`config.mk`:
```
export PLATFORM = sky130hd
export DESIGN_NAME = grid_neighbourhood_observation_map_core_flat
export DESIGN_NICKNAME = d
export VERILOG_FILES = /design/src/hw/rtl/gnom_pkg.sv /design/src/hw/rtl/gnom_if.sv /design/src/hw/rtl/grid_neighbourhood_observation_map_core.sv /design/src/hw/rtl/gnom_ram.sv /design/src/hw/rtl/gnom_lane.sv /design/src/flat_wrapper.sv
export VERILOG_INCLUDE_DIRS = /design/src /design/src/hw/rtl
export SDC_FILE = /design/constraint.sdc
export NUM_CORES = 2
export LEC_CHECK = 0
export ABC_CLOCK_PERIOD_IN_PS = 24000
export BUFFER_PORTS_ARGS = -buffer_cell sky130_fd_sc_hd__clkbuf_2
export CAP_MARGIN = 20
export CORE_MARGIN = 2
export CORE_UTILIZATION = 40
export DETAILED_ROUTE_END_ITERATION = 10
export PLACE_DENSITY = 0.56
export SLEW_MARGIN = 5
export SYNTH_ARGS = -nofsm -noshare
export SYNTH_HDL_FRONTEND = slang
export SYNTH_SLANG_ARGS = --single-unit
export TNS_END_PERCENT = 30
```
`constraint.sdc`:
```
create_clock -name clk -period 24 [get_ports clk]
set_clock_uncertainty 0.2 [all_clocks]
set_input_delay 2.4 -clock clk [delete_from_list [all_inputs] [get_ports clk]]
set_output_delay 2.4 -clock clk [all_outputs]
set_load 0.01 [all_outputs]
```
`src/hw/rtl/assert_macros.svh`:
```
// Assertion macros for the RTL file that carries checks.
`ifndef ASSERT_MACROS_SVH
`define ASSERT_MACROS_SVH

// Same-cycle implication, sampled on clk, off during rst.
`define ASSERT_IMPLIES(lbl, ante, cons) \
  lbl: assert property (@(posedge clk) disable iff (rst) (ante) |-> (cons)) \
    else $error("%m: same-cycle implication failed");

// Next-cycle implication, sampled on clk, off during rst.
`define ASSERT_NEXT(lbl, ante, cons) \
  lbl: assert property (@(posedge clk) disable iff (rst) (ante) |=> (cons)) \
    else $error("%m: next-cycle implication failed");

`endif

```
`src/hw/rtl/gnom_pkg.sv`:
```
// Shared constants, types and tables for the observation map.
`default_nettype none
package gnom_pkg;

  localparam int POS_W      = 5;
  localparam int CRD_W      = POS_W + 2;
  localparam int TYPE_W     = 2;
  localparam int NBR        = 9;
  localparam int NBR_IDX_W  = $clog2(NBR);
  localparam int TYPES_W    = NBR * TYPE_W;
  localparam int MAX_TYPES  = 4;
  localparam int CELL_W     = 3;
  localparam int COUNT_W    = 16;
  localparam int MODE_W     = 2;
  localparam int QSEL_W     = 2;

  localparam int DEF_GRID_W        = 16;
  localparam int DEF_GRID_H        = 16;
  localparam int DEF_NUM_QUADRANTS = 4;

  localparam int SQ_LO = 7;
  localparam int SQ_HI = 15;

  localparam logic signed [CELL_W-1:0] CELL_UNSEEN = -3'sd1;
  localparam logic signed [CELL_W-1:0] CELL_WALL   = 3'sd2;
  localparam logic signed [CELL_W-1:0] CELL_FLOOR  = 3'sd0;

  localparam logic [TYPE_W-1:0] TYPES_IN_MODE_THREE = 2'd3;
  localparam logic [MODE_W-1:0] MODE_THREE  = 2'd0;
  localparam logic [MODE_W-1:0] MODE_SQUARE = 2'd2;

  typedef enum logic [1:0] {
    ACT_OBSERVE    = 2'd0,
    ACT_CLEAR      = 2'd1,
    ACT_READ_COUNT = 2'd2,
    ACT_READ_CELL  = 2'd3
  } action_t;

  // Neighbour offsets relative to the agent position (world = agent + 1 + d)
  localparam logic [1:0] NB_OFF_X [NBR] = '{2'd0, 2'd0, 2'd0, 2'd1, 2'd1, 2'd1,
                                            2'd2, 2'd2, 2'd2};
  localparam logic [1:0] NB_OFF_Y [NBR] = '{2'd0, 2'd1, 2'd2, 2'd2, 2'd1, 2'd0,
                                            2'd0, 2'd1, 2'd2};

  typedef struct packed {
    logic              in_map;
    logic              border;
    logic [1:0]        quad;
    logic [TYPE_W-1:0] ctype;
  } lane_info_t;

endpackage
`default_nettype wire

```
`src/hw/rtl/gnom_if.sv`:
```
// Request and response channel interfaces.
`default_nettype none
interface gnom_in_if;
  import gnom_pkg::*;
  logic                valid;
  logic                ready;
  logic [1:0]          action;
  logic [POS_W-1:0]    pos_x;
  logic [POS_W-1:0]    pos_y;
  logic [TYPES_W-1:0]  cell_types;
  logic [QSEL_W-1:0]   quadrant_sel;
  logic [TYPE_W-1:0]   type_sel;
  modport source(output valid, action, pos_x, pos_y, cell_types, quadrant_sel, type_sel,
                 input ready);
  modport sink(input valid, action, pos_x, pos_y, cell_types, quadrant_sel, type_sel,
               output ready);
endinterface

interface gnom_out_if;
  import gnom_pkg::*;
  logic                      valid;
  logic                      ready;
  logic [NBR-1:0]            new_mask;
  logic [COUNT_W-1:0]        count_value;
  logic signed [CELL_W-1:0]  cell_value;
  modport source(output valid, new_mask, count_value, cell_value, input ready);
  modport sink(input valid, new_mask, count_value, cell_value, output ready);
endinterface
`default_nettype wire

```
`src/hw/rtl/grid_neighbourhood_observation_map_core.sv`:
```
// Top level of the grid observation map with per-quadrant type histogram.
`default_nettype none
`include "assert_macros.svh"
// One transaction at a time. In an observe, nine lanes work out their neighbour
// addresses in parallel, then the map RAM is walked one lane per cycle, the 9 reads
// on its read port overlapped with write-backs on its separate write port. A count
// read registers the bin, then posts it; a cell read captures the map data, then posts it.
// A clear, and the pass after reset, sweeps all (GRID_W+2)*(GRID_H+2) map cells one
// per cycle (324 cells at the default size), during which no request is taken;
// world_mode writes are accepted at any time. A finished response sits in an output
// register, so the next request may start before it is taken.
module grid_neighbourhood_observation_map_core #(
  parameter int GRID_W        = gnom_pkg::DEF_GRID_W,
  parameter int GRID_H        = gnom_pkg::DEF_GRID_H,
  parameter int NUM_QUADRANTS = gnom_pkg::DEF_NUM_QUADRANTS
) (
  input  logic                       clk,
  input  logic                       rst,
  input  logic                       wr_en,
  input  logic [gnom_pkg::MODE_W-1:0] wr_data,
  gnom_in_if.sink                    req,
  gnom_out_if.source                 rsp
);
  import gnom_pkg::*;

  localparam int MAP_W = GRID_W + 2;
  localparam int MAP_H = GRID_H + 2;
  localparam int DEPTH = MAP_W * MAP_H;
  localparam int AW    = $clog2(DEPTH);
  localparam int NCNT  = NUM_QUADRANTS * MAX_TYPES;
  localparam int CI_W  = $clog2(NCNT);

  typedef enum logic [2:0] {S_CLR, S_IDLE, S_OBS, S_CELL, S_FIN} state_t;

  state_t                   state;
  logic [MODE_W-1:0]        world_mode;
  logic [POS_W-1:0]         px, py;
  logic [TYPES_W-1:0]       types;
  logic                     sq_en, clr_report, cell_in_map;
  logic [NBR_IDX_W-1:0]     rd_idx, p_lane;
  logic                     rd_live, p_valid;
  logic [CRD_W-1:0]         cx, cy;
  logic [AW-1:0]            sw_addr;
  logic [NBR-1:0]           res_mask;
  logic [COUNT_W-1:0]       res_cnt;
  logic signed [CELL_W-1:0] res_cell;
  logic [COUNT_W-1:0]       counts [NCNT];

  logic [AW-1:0]            lane_addr [NBR];
  lane_info_t               lane_info [NBR];

  logic                     ram_we;
  logic [AW-1:0]            ram_waddr, ram_raddr, cell_addr;
  logic [CELL_W-1:0]        ram_wdata, ram_rdata;
  logic signed [CELL_W-1:0] sweep_val;
  logic                     accept, hit, cnt_inc, out_free;
  lane_info_t               p_info;
  logic [CI_W-1:0]          cnt_idx;
  logic [COUNT_W-1:0]       cnt_rd;

  // Neighbourhood lanes
  for (genvar k = 0; k < NBR; k++) begin : g_lane
    gnom_lane #(.GRID_W(GRID_W), .GRID_H(GRID_H), .K(k), .AW(AW)) u_lane (
      .pos_x (px),
      .pos_y (py),
      .ctype (types[TYPE_W*k +: TYPE_W]),
      .addr  (lane_addr[k]),
      .info  (lane_info[k])
    );
  end

  gnom_ram #(.WIDTH(CELL_W), .DEPTH(DEPTH)) u_map (
    .clk   (clk),
    .we    (ram_we),
    .waddr (ram_waddr),
    .wdata (ram_wdata),
    .raddr (ram_raddr),
    .rdata (ram_rdata)
  );

  assign accept    = req.valid && req.ready;
  assign req.ready = (state == S_IDLE);
  assign out_free  = !rsp.valid || rsp.ready;
  assign cell_addr = AW'(int'(req.pos_x) * MAP_H + int'(req.pos_y));

  // Merge side: lane whose map data is back this cycle
  assign p_info  = lane_info[p_lane];
  assign hit     = (state == S_OBS) && p_valid && p_info.in_map &&
                   ($signed(ram_rdata) == CELL_UNSEEN);
  assign cnt_idx = (state == S_OBS) ? CI_W'({p_info.quad, p_info.ctype})
                                    : CI_W'({req.quadrant_sel, req.type_sel});
  assign cnt_rd  = counts[cnt_idx];
  assign cnt_inc = hit && !p_info.border &&
                   ((world_mode != MODE_THREE) || (p_info.ctype < TYPES_IN_MODE_THREE)) &&
                   (cnt_rd != '1);

  // Value of a cleared cell
  always_comb begin
    if ((cx == '0) || (cy == '0) || (cx == CRD_W'(MAP_W - 1)) || (cy == CRD_W'(MAP_H - 1))) begin
      sweep_val = CELL_WALL;
    end else if (sq_en && (cx >= CRD_W'(SQ_LO)) && (cx < CRD_W'(SQ_HI)) &&
                 (cy >= CRD_W'(SQ_LO)) && (cy < CRD_W'(SQ_HI))) begin
      sweep_val = CELL_FLOOR;
    end else begin
      sweep_val = CELL_UNSEEN;
    end
  end

  // Map port steering
  always_comb begin
    ram_we    = 1'b0;
    ram_waddr = lane_addr[p_lane];
    ram_wdata = {1'b0, p_info.ctype};
    ram_raddr = lane_addr[rd_idx];
    case (state)
      S_CLR: begin
        ram_we    = 1'b1;
        ram_waddr = sw_addr;
        ram_wdata = sweep_val;
      end
      S_OBS: begin
        ram_we = hit;
      end
      S_IDLE: begin
        ram_raddr = cell_addr;
      end
      default: begin
      end
    endcase
  end

  // Sequencer, histogram and response register
  always_ff @(posedge clk) begin
    if (rst) begin
      state      <= S_CLR;
      world_mode <= MODE_THREE;
      sq_en      <= 1'b0;
      clr_report <= 1'b0;
      cx         <= '0;
      cy         <= '0;
      sw_addr    <= '0;
      rd_live    <= 1'b0;
      p_valid    <= 1'b0;
      rsp.valid  <= 1'b0;
      for (int i = 0; i < NCNT; i++) begin
        counts[i] <= '0;
      end
    end else begin
      if (wr_en) begin
        world_mode <= wr_data;
      end
      if (rsp.valid && rsp.ready && !((state == S_FIN) && out_free)) begin
        rsp.valid <= 1'b0;
      end
      case (state)
        S_CLR: begin
          sw_addr <= sw_addr + 1'b1;
          if (cy == CRD_W'(MAP_H - 1)) begin
            cy <= '0;
            cx <= cx + 1'b1;
          end else begin
            cy <= cy + 1'b1;
          end
          if (sw_addr == AW'(DEPTH - 1)) begin
            state <= clr_report ? S_FIN : S_IDLE;
          end
        end
        S_IDLE: begin
          if (accept) begin
            px       <= req.pos_x;
            py       <= req.pos_y;
            types    <= req.cell_types;
            res_mask <= '0;
            res_cnt  <= '0;
            res_cell <= CELL_FLOOR;
            case (action_t'(req.action))
              ACT_OBSERVE: begin
                rd_idx  <= NBR_IDX_W'(NBR - 1);
                rd_live <= 1'b1;
                p_valid <= 1'b0;
                state   <= S_OBS;
              end
              ACT_CLEAR: begin
                sq_en      <= (world_mode == MODE_SQUARE);
                clr_report <= 1'b1;
                cx         <= '0;
                cy         <= '0;
                sw_addr    <= '0;
                for (int i = 0; i < NCNT; i++) begin
                  counts[i] <= '0;
                end
                state <= S_CLR;
              end
              ACT_READ_COUNT: begin
                res_cnt <= cnt_rd;
                state   <= S_FIN;
              end
              ACT_READ_CELL: begin
                cell_in_map <= (CRD_W'(req.pos_x) < CRD_W'(MAP_W)) &&
                               (CRD_W'(req.pos_y) < CRD_W'(MAP_H));
                state       <= S_CELL;
              end
              default: begin
                state <= S_FIN;
              end
            endcase
          end
        end
        S_OBS: begin
          // issue side walks lanes 8 down to 0
          p_valid <= rd_live;
          p_lane  <= rd_idx;
          if (rd_live) begin
            if (rd_idx == '0) begin
              rd_live <= 1'b0;
            end else begin
              rd_idx <= rd_idx - 1'b1;
            end
          end
          // write-back side
          if (hit) begin
            res_mask[p_lane] <= 1'b1;
          end
          if (cnt_inc) begin
            counts[cnt_idx] <= cnt_rd + 1'b1;
          end
          if (!rd_live && p_valid) begin
            state <= S_FIN;
          end
        end
        S_CELL: begin
          res_cell <= cell_in_map ? $signed(ram_rdata) : CELL_WALL;
          state    <= S_FIN;
        end
        S_FIN: begin
          if (out_free) begin
            rsp.valid       <= 1'b1;
            rsp.new_mask    <= res_mask;
            rsp.count_value <= res_cnt;
            rsp.cell_value  <= res_cell;
            clr_report      <= 1'b0;
            state           <= S_IDLE;
          end
        end
        default: begin
          state <= S_IDLE;
        end
      endcase
    end
  end

  // Checks
  `ASSERT_IMPLIES(a_one_field_live, rsp.valid,
                  (rsp.new_mask == '0) || ((rsp.count_value == '0) && (rsp.cell_value == '0)))
  `ASSERT_IMPLIES(a_map_write_src, ram_we, (state == S_OBS) || (state == S_CLR))
  `ASSERT_NEXT(a_obs_drains, (state == S_OBS) && p_valid && !rd_live, state == S_FIN)
  `ASSERT_IMPLIES(a_cell_range, rsp.valid, rsp.cell_value >= CELL_UNSEEN)

endmodule
`default_nettype wire

```
`src/hw/rtl/gnom_ram.sv`:
```
// Generic simple dual-port RAM with registered read.
`default_nettype none
module gnom_ram #(
  parameter int WIDTH = 8,
  parameter int DEPTH = 16
) (
  input  logic                     clk,
  input  logic                     we,
  input  logic [$clog2(DEPTH)-1:0] waddr,
  input  logic [WIDTH-1:0]         wdata,
  input  logic [$clog2(DEPTH)-1:0] raddr,
  output logic [WIDTH-1:0]         rdata
);
  logic [WIDTH-1:0] mem [DEPTH];

  always_ff @(posedge clk) begin
    if (we) begin
      mem[waddr] <= wdata;
    end
    rdata <= mem[raddr];
  end
endmodule
`default_nettype wire

```
`src/hw/rtl/gnom_lane.sv`:
```
// One neighbourhood lane: world coordinate, map address and histogram bin.
`default_nettype none
module gnom_lane #(
  parameter int GRID_W = 16,
  parameter int GRID_H = 16,
  parameter int K      = 0,
  parameter int AW     = 9
) (
  input  logic [gnom_pkg::POS_W-1:0]  pos_x,
  input  logic [gnom_pkg::POS_W-1:0]  pos_y,
  input  logic [gnom_pkg::TYPE_W-1:0] ctype,
  output logic [AW-1:0]               addr,
  output gnom_pkg::lane_info_t        info
);
  import gnom_pkg::*;

  localparam int MAP_W = GRID_W + 2;
  localparam int MAP_H = GRID_H + 2;

  logic [CRD_W-1:0] nx, ny;
  logic             in_map;

  // world = agent + 1 + offset, offsets stored pre-biased by one
  assign nx = CRD_W'(pos_x) + CRD_W'(NB_OFF_X[K]);
  assign ny = CRD_W'(pos_y) + CRD_W'(NB_OFF_Y[K]);
  assign in_map = (nx < CRD_W'(MAP_W)) && (ny < CRD_W'(MAP_H));

  assign addr = in_map ? AW'(int'(nx) * MAP_H + int'(ny)) : '0;

  assign info.in_map = in_map;
  assign info.border = (nx == '0) || (ny == '0) ||
                       (nx == CRD_W'(MAP_W - 1)) || (ny == CRD_W'(MAP_H - 1));
  assign info.quad   = {nx >= CRD_W'(GRID_W / 2 + 1), ny >= CRD_W'(GRID_H / 2 + 1)};
  assign info.ctype  = ctype;
endmodule
`default_nettype wire
```
`src/flat_wrapper.sv`:
```
// flat-port wrapper written by rule: the top's interface ports become plain ports
module grid_neighbourhood_observation_map_core_flat import gnom_pkg::*;
#(
  parameter int GRID_W        = gnom_pkg::DEF_GRID_W,
  parameter int GRID_H        = gnom_pkg::DEF_GRID_H,
  parameter int NUM_QUADRANTS = gnom_pkg::DEF_NUM_QUADRANTS
)
  (clk, rst, wr_en, wr_data, req_valid, req_action, req_pos_x, req_pos_y, req_cell_types, req_quadrant_sel, req_type_sel, req_ready, rsp_valid, rsp_new_mask, rsp_count_value, rsp_cell_value, rsp_ready);
  gnom_in_if req_i ();
  gnom_out_if rsp_i ();
  input  logic clk;
  input  logic rst;
  input  logic wr_en;
  input  logic [gnom_pkg::MODE_W-1:0] wr_data;
  input wire logic [$bits(req_i.valid)-1:0] req_valid;
  input wire logic [$bits(req_i.action)-1:0] req_action;
  input wire logic [$bits(req_i.pos_x)-1:0] req_pos_x;
  input wire logic [$bits(req_i.pos_y)-1:0] req_pos_y;
  input wire logic [$bits(req_i.cell_types)-1:0] req_cell_types;
  input wire logic [$bits(req_i.quadrant_sel)-1:0] req_quadrant_sel;
  input wire logic [$bits(req_i.type_sel)-1:0] req_type_sel;
  output wire logic [$bits(req_i.ready)-1:0] req_ready;
  output wire logic [$bits(rsp_i.valid)-1:0] rsp_valid;
  output wire logic [$bits(rsp_i.new_mask)-1:0] rsp_new_mask;
  output wire logic [$bits(rsp_i.count_value)-1:0] rsp_count_value;
  output wire logic [$bits(rsp_i.cell_value)-1:0] rsp_cell_value;
  input wire logic [$bits(rsp_i.ready)-1:0] rsp_ready;
  assign req_i.valid = req_valid;
  assign req_i.action = req_action;
  assign req_i.pos_x = req_pos_x;
  assign req_i.pos_y = req_pos_y;
  assign req_i.cell_types = req_cell_types;
  assign req_i.quadrant_sel = req_quadrant_sel;
  assign req_i.type_sel = req_type_sel;
  assign req_ready = req_i.ready;
  assign rsp_valid = rsp_i.valid;
  assign rsp_new_mask = rsp_i.new_mask;
  assign rsp_count_value = rsp_i.count_value;
  assign rsp_cell_value = rsp_i.cell_value;
  assign rsp_i.ready = rsp_ready;
  grid_neighbourhood_observation_map_core #(.GRID_W(GRID_W), .GRID_H(GRID_H), .NUM_QUADRANTS(NUM_QUADRANTS)) u_core (.clk(clk), .rst(rst), .wr_en(wr_en), .wr_data(wr_data), .req(req_i), .rsp(rsp_i));
endmodule
```
======== Yosys cells after proc, flatten, opt, wreduce, memory -nomap -nowiden ========
Memory sizes are Yosys's and may differ from the RTL's. A register that Yosys moved wholly into a read port is not among the register bits.
Cells that the tools add are included.
word-level totals
  register bits ........................... 126
  RAM bits ................................ 1228
  input bits .............................. 41
  output and inout port bits .............. 30
  word-level logic and storage cells ...... 312
  memories ................................ 2
memories
  name              words  width  rd ports  clocked after memory_dff  write ports  RTL line                                       source
  u_core.u_map.mem  324    3      1         1                         1            gnom_ram.sv:14                                 logic [WIDTH-1:0] mem [DEPTH];
  u_core.counts     16     16     1         0                         16           grid_neighbourhood_observation_map_core.sv:47  logic [COUNT_W-1:0] counts [NCNT];
operators by class
  add/sub/neg operators ................... 19
  multipliers ............................. 4
  order comparisons ....................... 23
  equality and inequality tests ........... 29
  muxes and demuxes ....................... 101
  bitwise gates (word level) .............. 20
  reductions and logical operators ........ 92
operators by type and width
  operator                 count
  $mux W16                 17
  $mux W9                  19
  $bmux W9 S4              2
  $logic_not A7 Y1         8
  $pmux W9 S2              2
  $logic_or A1 B1 Y1       32
  $mux W3                  10
  $eq A7 B5 Y1 const B     4
  $mux W7                  4
  $pmux W7 S2              2
  $add A9 B7 Y9            3
  $add A9 B8 Y9            3
  $mux W1                  27
  $logic_and A1 B1 Y1      26
  $bmux W6 S4              1
  $mux W4                  6
  $lt A5 B5 Y1 const B     4
  $reduce_and A4 Y1        5
  $add A9 B5 Y9            2
  $add A9 B6 Y9            2
  $reduce_and A3 Y1        6
  $add A16 B1 Y16 const B  1
  $mul A5 B4 Y8 const B    2
  $mul A6 B4 Y8 const B    2
  other kinds (46)         98

======== Depth between registers and ports, before layout ========
  word-level depth ........................ 19
  gate-level depth with buffers ........... 23
  mapped depth without buffers ............ 20

======== Cells and area by module ========
From an unflattened synthesis, not the netlist that was laid out.
unflattened totals
  cells, all modules ...................... 4537
  area total of the unflattened synthesis .. 64659.5 sq um
modules (own cells, without submodules)
  module                                   instances  cells each  area an instance (sq um)  seq. area each (sq um)
  gnom_ram                                 1          2034        38864.8                   29248.1
  grid_neighbourhood_observation_map_core  1          1670        19597.5                   11140.7
  gnom_lane at u_core.g_lane[3].u_lane     1          118         828.3                     0.0
  gnom_lane at u_core.g_lane[4].u_lane     1          103         815.8                     0.0
  gnom_lane at u_core.g_lane[7].u_lane     1          105         810.8                     0.0
  gnom_lane at u_core.g_lane[8].u_lane     1          102         740.7                     0.0
  gnom_lane at u_core.g_lane[5].u_lane     1          96          689.4                     0.0
  gnom_lane at u_core.g_lane[1].u_lane     1          85          654.4                     0.0
  gnom_lane at u_core.g_lane[2].u_lane     1          88          636.9                     0.0
  gnom_lane at u_core.g_lane[6].u_lane     1          73          539.3                     0.0
  gnom_lane at u_core.g_lane[0].u_lane     1          63          481.7                     0.0

======== Worst setup path after synthesis ========
No wires, ideal clock.
  kind .................................... reg-to-reg
  start point ............................. register u_core.cx[0]
  end point ............................... memory u_core.u_map.mem[0][0] in the netlist's numbering (data pin)
  library setup time ...................... 1.846 ns
  arrival time ............................ 15.738 ns
  data required time ...................... 21.954 ns
  path slack .............................. 6.216 ns
  stages on the path, launching flop included .. 6
  buffers on the path ..................... 0
  clock period less this slack ............ 17.784 ns
  path through ............................ dfxtp_1 > ha_1 > a211oi_1 > a41oi_1 > a31oi_1 > o21bai_1
between the ends
  longest elaborated chain between the ends .. 8
  elaborated cells between the ends (all ways) .. 14
RTL lines
  what                              RTL line                                        source
  from (decl)                       grid_neighbourhood_observation_map_core.sv:42   logic [CRD_W-1:0] cx, cy;
  from (signal assigned)            grid_neighbourhood_observation_map_core.sv:160  cx <= cx + 1'b1;
  $ge A7 B3 Y1                      grid_neighbourhood_observation_map_core.sv:101  end else if (sq_en && (cx >= CRD_W'(SQ_LO)) && (cx < CRD_W'(SQ_HI)) &&
  $logic_and A1 B1 Y1 (3 in a row)  grid_neighbourhood_observation_map_core.sv:101
  $logic_and A1 B1 Y1               grid_neighbourhood_observation_map_core.sv:102  (cy >= CRD_W'(SQ_LO)) && (cy < CRD_W'(SQ_HI))) begin
  $mux W3                           grid_neighbourhood_observation_map_core.sv:101
  $mux W3 *                         grid_neighbourhood_observation_map_core.sv:99   if ((cx == '0) || (cy == '0) || (cx == CRD_W'(MAP_W - 1)) || (cy == CRD_W'(MAP_H - 1))) begin
  $mux W3 *                         grid_neighbourhood_observation_map_core.sv:115  case (state)
  named net u_core.ram_wdata[0]     grid_neighbourhood_observation_map_core.sv:54   logic [CELL_W-1:0] ram_wdata, ram_rdata;
  to (decl)                         gnom_ram.sv:14
The timed path passes the listed nets; every way through them passes the cells marked *.

======== Worst setup path in the final report ========
  start point ............................. register u_core.py[2]
  end point ............................... register u_core.u_map.rdata[2], read port of u_core.u_map.mem
between the ends
  longest elaborated chain between the ends .. 8
  elaborated cells between the ends (all ways) .. 36
RTL lines
  what                                                                   RTL line                                        source
  from (decl)                                                            grid_neighbourhood_observation_map_core.sv:37   logic [POS_W-1:0] px, py;
  from (signal assigned)                                                 grid_neighbourhood_observation_map_core.sv:171  py <= req.pos_y;
  parallel branches: the longest is 4 deep, another holds $add A9 B8 Y9  --
  $bmux W9 S4 *                                                          grid_neighbourhood_observation_map_core.sv:114  ram_raddr = lane_addr[rd_idx];
  $mux W9 (not written as such) * (2 in a row)                           grid_neighbourhood_observation_map_core.sv:114
  $mux W9 *                                                              grid_neighbourhood_observation_map_core.sv:115
  to (decl)                                                              gnom_ram.sv:12                                  output logic [WIDTH-1:0] rdata
Every way passes the cells marked *. The select of a mux whose other input is x is not followed.
A chain may end at the register's enable or synchronous reset.

==> metrics.md <==
| Metric | Value |
|---|---|
| Setup crit end kind | `flip-flop` |
| Vias in the first global route | `about 44000` |
| Clk slew on worst S/H paths | `roughly 0.060 ns` |
| Placed inst area | `approximately 0.067 sq mm` |
| Layout Nets | `5618` |
| First-pass GRT wire length | `309000 um` |
| CTS tree | `done` |
| Max Slew Vio Count | `0` |
| Iter 0 DRT Violations | `6012` |
| Deepest clock path buffer count | `3` |
| CP arrival | `approximately 8.6 ns` |
| Root buffer cell | `clkbuf_16` |
| Clock share of power | `0.450` |
| P&R area growth vs syn | `11.0%` |
| Crit-path cells | `ha_1 > a21boi_0 > nor2_1 > inv_1 > ha_1 > xnor2_1 > o2111ai_1 > a221oi_1 > a32o_2 > buf_4 > nand2_1 > buf_4 > nor2_1 > a22oi_1 > and4_1 > a211oi_1 > nor4b_1 > and3b_1` |
| Post-synthesis cell area | `around 0.064 sq mm` |
| Routed Antenna Nets | `0` |
| Crit-path slowest cell | `edfxtp_1` |
| Die span in x | `between 400 and 500 um` |
| Sw Pwr | `0.00108 W` |
| Depth of the CTS H-tree | `4` |
| Seq/Total Area, Yosys | `0.628` |
| Cell taking the most area after synthesis | `edfxtp_1` |
| Req. time, crit path | `about 25 ns` |
| Post-layout minimum cycle time | `8.05 ns` |
| Average size of a mapped cell | `11.7 sq um` |
| Post-synth top cells | `edfxtp_1 (1321), nand2_1 (951), nor2_1 (757)` |
| Crit path max-delay family | `simple AND/OR/NAND/NOR gates` |
| FF-to-FF setup slack | `between 15 and 20 ns` |
| Net Sw Frac | `0.218` |
| VDD IR max | `between 0.07 and 0.08 mV` |
| Ys flop type | `edfxtp_1` |
| Post-synth EDFFs | `1321` |
| Setup CP Type | `flip-flop to flip-flop` |
| Worst r2r src | `u_core.py[2]$_DFFE_PP_` |
| DRC viols | `0` |
| Final RePlAce weighted congestion | `slightly below 1` |
| Static leakage | `25.1 nW` |
| Synth Instances | `approximately 5500` |
| Util after Layout | `0.446` |
| Initial core utilization | `0.402` |
| Post-CTS Hold Buffers | `0` |
| Vias | `~47000` |
| Drt pass-1 iters | `8` |
| FP Rows | `around 150` |
| Clk sinks | `1357` |
| RSZ-0062 raised after global routing | `false` |
| Synthesis-stage register bit count | `1357` |
| Synth unique cells | `roughly 110` |
| Post-DP HPWL | `137000 um` |
| Fin Setup TNS | `0 ns` |
| Reg2reg path depth | `18` |
| PD cells | `~70 mW/mm^2` |
| Post-synth top area share | `0.617` |
| Max frequency | `124 MHz` |
| Synth top area cells | `edfxtp_1 (62%), nand2_1 (5.6%), nor2_1 (4.4%)` |
| CP peak stage delay | `about 0.82 ns` |
| Grt total ovfl | `0` |
| Post-DR vias/cell | `6.08` |
| Worst min-delay path class | `flip-flop to flip-flop` |
| Critical Path Sink | `u_core.u_map.rdata[2]$_DFF_P_` |
| Avg WL per Cell | `27.9 um` |
| Worst R2R End | `u_core.u_map.rdata[2]$_DFF_P_` |
| Largest net degree at the start of global routing | `184` |
| Worst-Skew Late Latency | `slightly below 0.8 ns` |
| Gates resized, CTS repair | `0` |
| Comb pwr share | `0.029` |
| Most common cell in the netlist | `edfxtp_1` |
| Post-synth net total | `around 5700` |
| DIE AREA | `roughly 0.16 sq mm` |
| Max-cap violation count | `0` |
| Worst-path maximum fanout | `28` |
| Fin. Hold Viols | `0` |
| GR Util All Layers | `0.257` |
| IO Count | `71` |
| Outcome | `finished clean` |
| Share of layout cells above drive strength 1 | `0.0940` |
| Core area | `about 0.16 sq mm` |
| Tcrit/Tclk final | `0.335` |
| Die height | `405 um` |
| Drt total wl | `around 210000 um` |
| Setup violators final | `0` |
| Number of cells on the critical path | `18` |
| Worst Tran Pin Value | `1.19 ns` |
| Sequential power share | `0.521` |
| Post-CTS setup buffer count | `0` |
| Critical Path Start | `u_core.py[2]$_DFFE_PP_` |
| Total CTS buffers | `between 100 and 150` |
| Slew margin rel. | `0.200` |
| Initial antenna violation count | `6` |
| Post-route cell area | `0.0713 sq mm` |
| # port buffers | `70` |
| Ys async rst share | `0` |
| Startpoint Class | `flip-flop` |
| Yosys warns | `0` |
| P_int | `between 0.003 and 0.004 W` |
| Worst Path Buf+Inv | `3` |
[per-layer routing]
layer  wire (um)  GRT usage
met1       88000      0.352
met2       97700      0.401
met3       20700     0.0550
met4        8280     0.0935
met5          13          0
[state kept, by name (all words and copies together), names as in the netlist, 2 cells and up]
register,cells
u_core.sw_addr,9
u_core.res_cell,3
u_core.world_mode,2
u_core.rd_idx,4
u_core.rsp.count_value,16
u_core.rsp.new_mask,9
u_core.p_lane,4
u_core.cx,7
u_core.u_map.mem,972
u_core.cy,7
u_core.counts,256
u_core.py,5
u_core.rsp.cell_value,3
u_core.u_map.rdata,3
u_core.res_mask,9
u_core.state,3
u_core.res_cnt,16
u_core.px,5
u_core.types,18
[power by group through the flow]
stage	Sequential (W)	Clock [W]	Combinational, W
2_1_floorplan	0.00263	0	0.0000796
3_3_place_gp	0.00264	0	0.000141
3_5_place_dp	0.00264	0	0.000143
4_1_cts	0.00259	0.00226	0.000143
5_1_grt	0.00259	0.00235	0.000150
6_report	0.00259	0.00224	0.000145
[cells in the final DEF, fill, tap and decap left out, types with 79 or more instances in the layout]
cell type  synthesis  routed
nand2_1          951     949
nor2_1           757     747
ha_1              84      84
and3_1            83      83
clkbuf_16          0     150
o21ai_0          112     112
nand3_1          319     318
a221oi_1          79      79
buf_4             31     111
edfxtp_1        1321    1321
mux2i_1          199     199
a21oi_1          212     211
[metrics by stage]
step	std cells	worst slack, ns	total power, W	hold slack, ns
2_1_floorplan	5514	6.22	0.00271	0.200
5_1_grt	7681	15.77	0.00509	0.228
6_report	7683	15.95	0.00497	0.219
3_3_place_gp	7416	16.15	0.00278	0.205
3_5_place_dp	7416	16.04	0.00278	0.205
4_1_cts	7680	16.25	0.00499	0.218
[logic make-up (layout without fill, tap and decap cells)]
group                    Yosys count  after routing  share of synthesized area
other                              0              2                          0
AND/OR/NAND/NOR                 2379           2379                      0.162
multiplexers                     235            235                     0.0409
adder cells (fa/ha/maj)          107            107                     0.0220
flip-flops                      1357           1357                      0.628
buffers and inverters            433            514                     0.0314
AO/OA/AOI/OAI                    898            898                     0.0992
XOR/XNOR                         105            105                     0.0163
[worst min-delay path by stage]
| stage | startpoint | end | cells past startpoint |
|---|---|---|---|
| 6_report | u_core.res_cnt[10]$_SDFFCE_PP0P_ | u_core.rsp.count_value[10]$_DFFE_PP_ | 0 |
| 5_1_grt | u_core.res_cnt[10]$_SDFFCE_PP0P_ | u_core.rsp.count_value[10]$_DFFE_PP_ | 0 |
| 4_1_cts | u_core.res_cnt[10]$_SDFFCE_PP0P_ | u_core.rsp.count_value[10]$_DFFE_PP_ | 0 |
| 3_5_place_dp | u_core.res_cnt[10]$_SDFFCE_PP0P_ | u_core.rsp.count_value[10]$_DFFE_PP_ | 0 |
| 3_3_place_gp | u_core.res_cnt[12]$_SDFFCE_PP0P_ | u_core.rsp.count_value[12]$_DFFE_PP_ | 0 |
| 2_1_floorplan | u_core.res_cell[0]$_SDFFCE_PN0P_ | u_core.rsp.cell_value[0]$_DFFE_PP_ | 0 |
[cell type report]
type,count,area (sq um)
clock buffers,185,3920
clock inverters,79,787
repair buffers,187,1290
inverters,63,236
flip-flops and latches,1357,40400
well taps,2086,2610
diodes,2,5.00
multi-input cells,3724,22100
fillers,14800,88700
(Power assumes the default switching activity.)
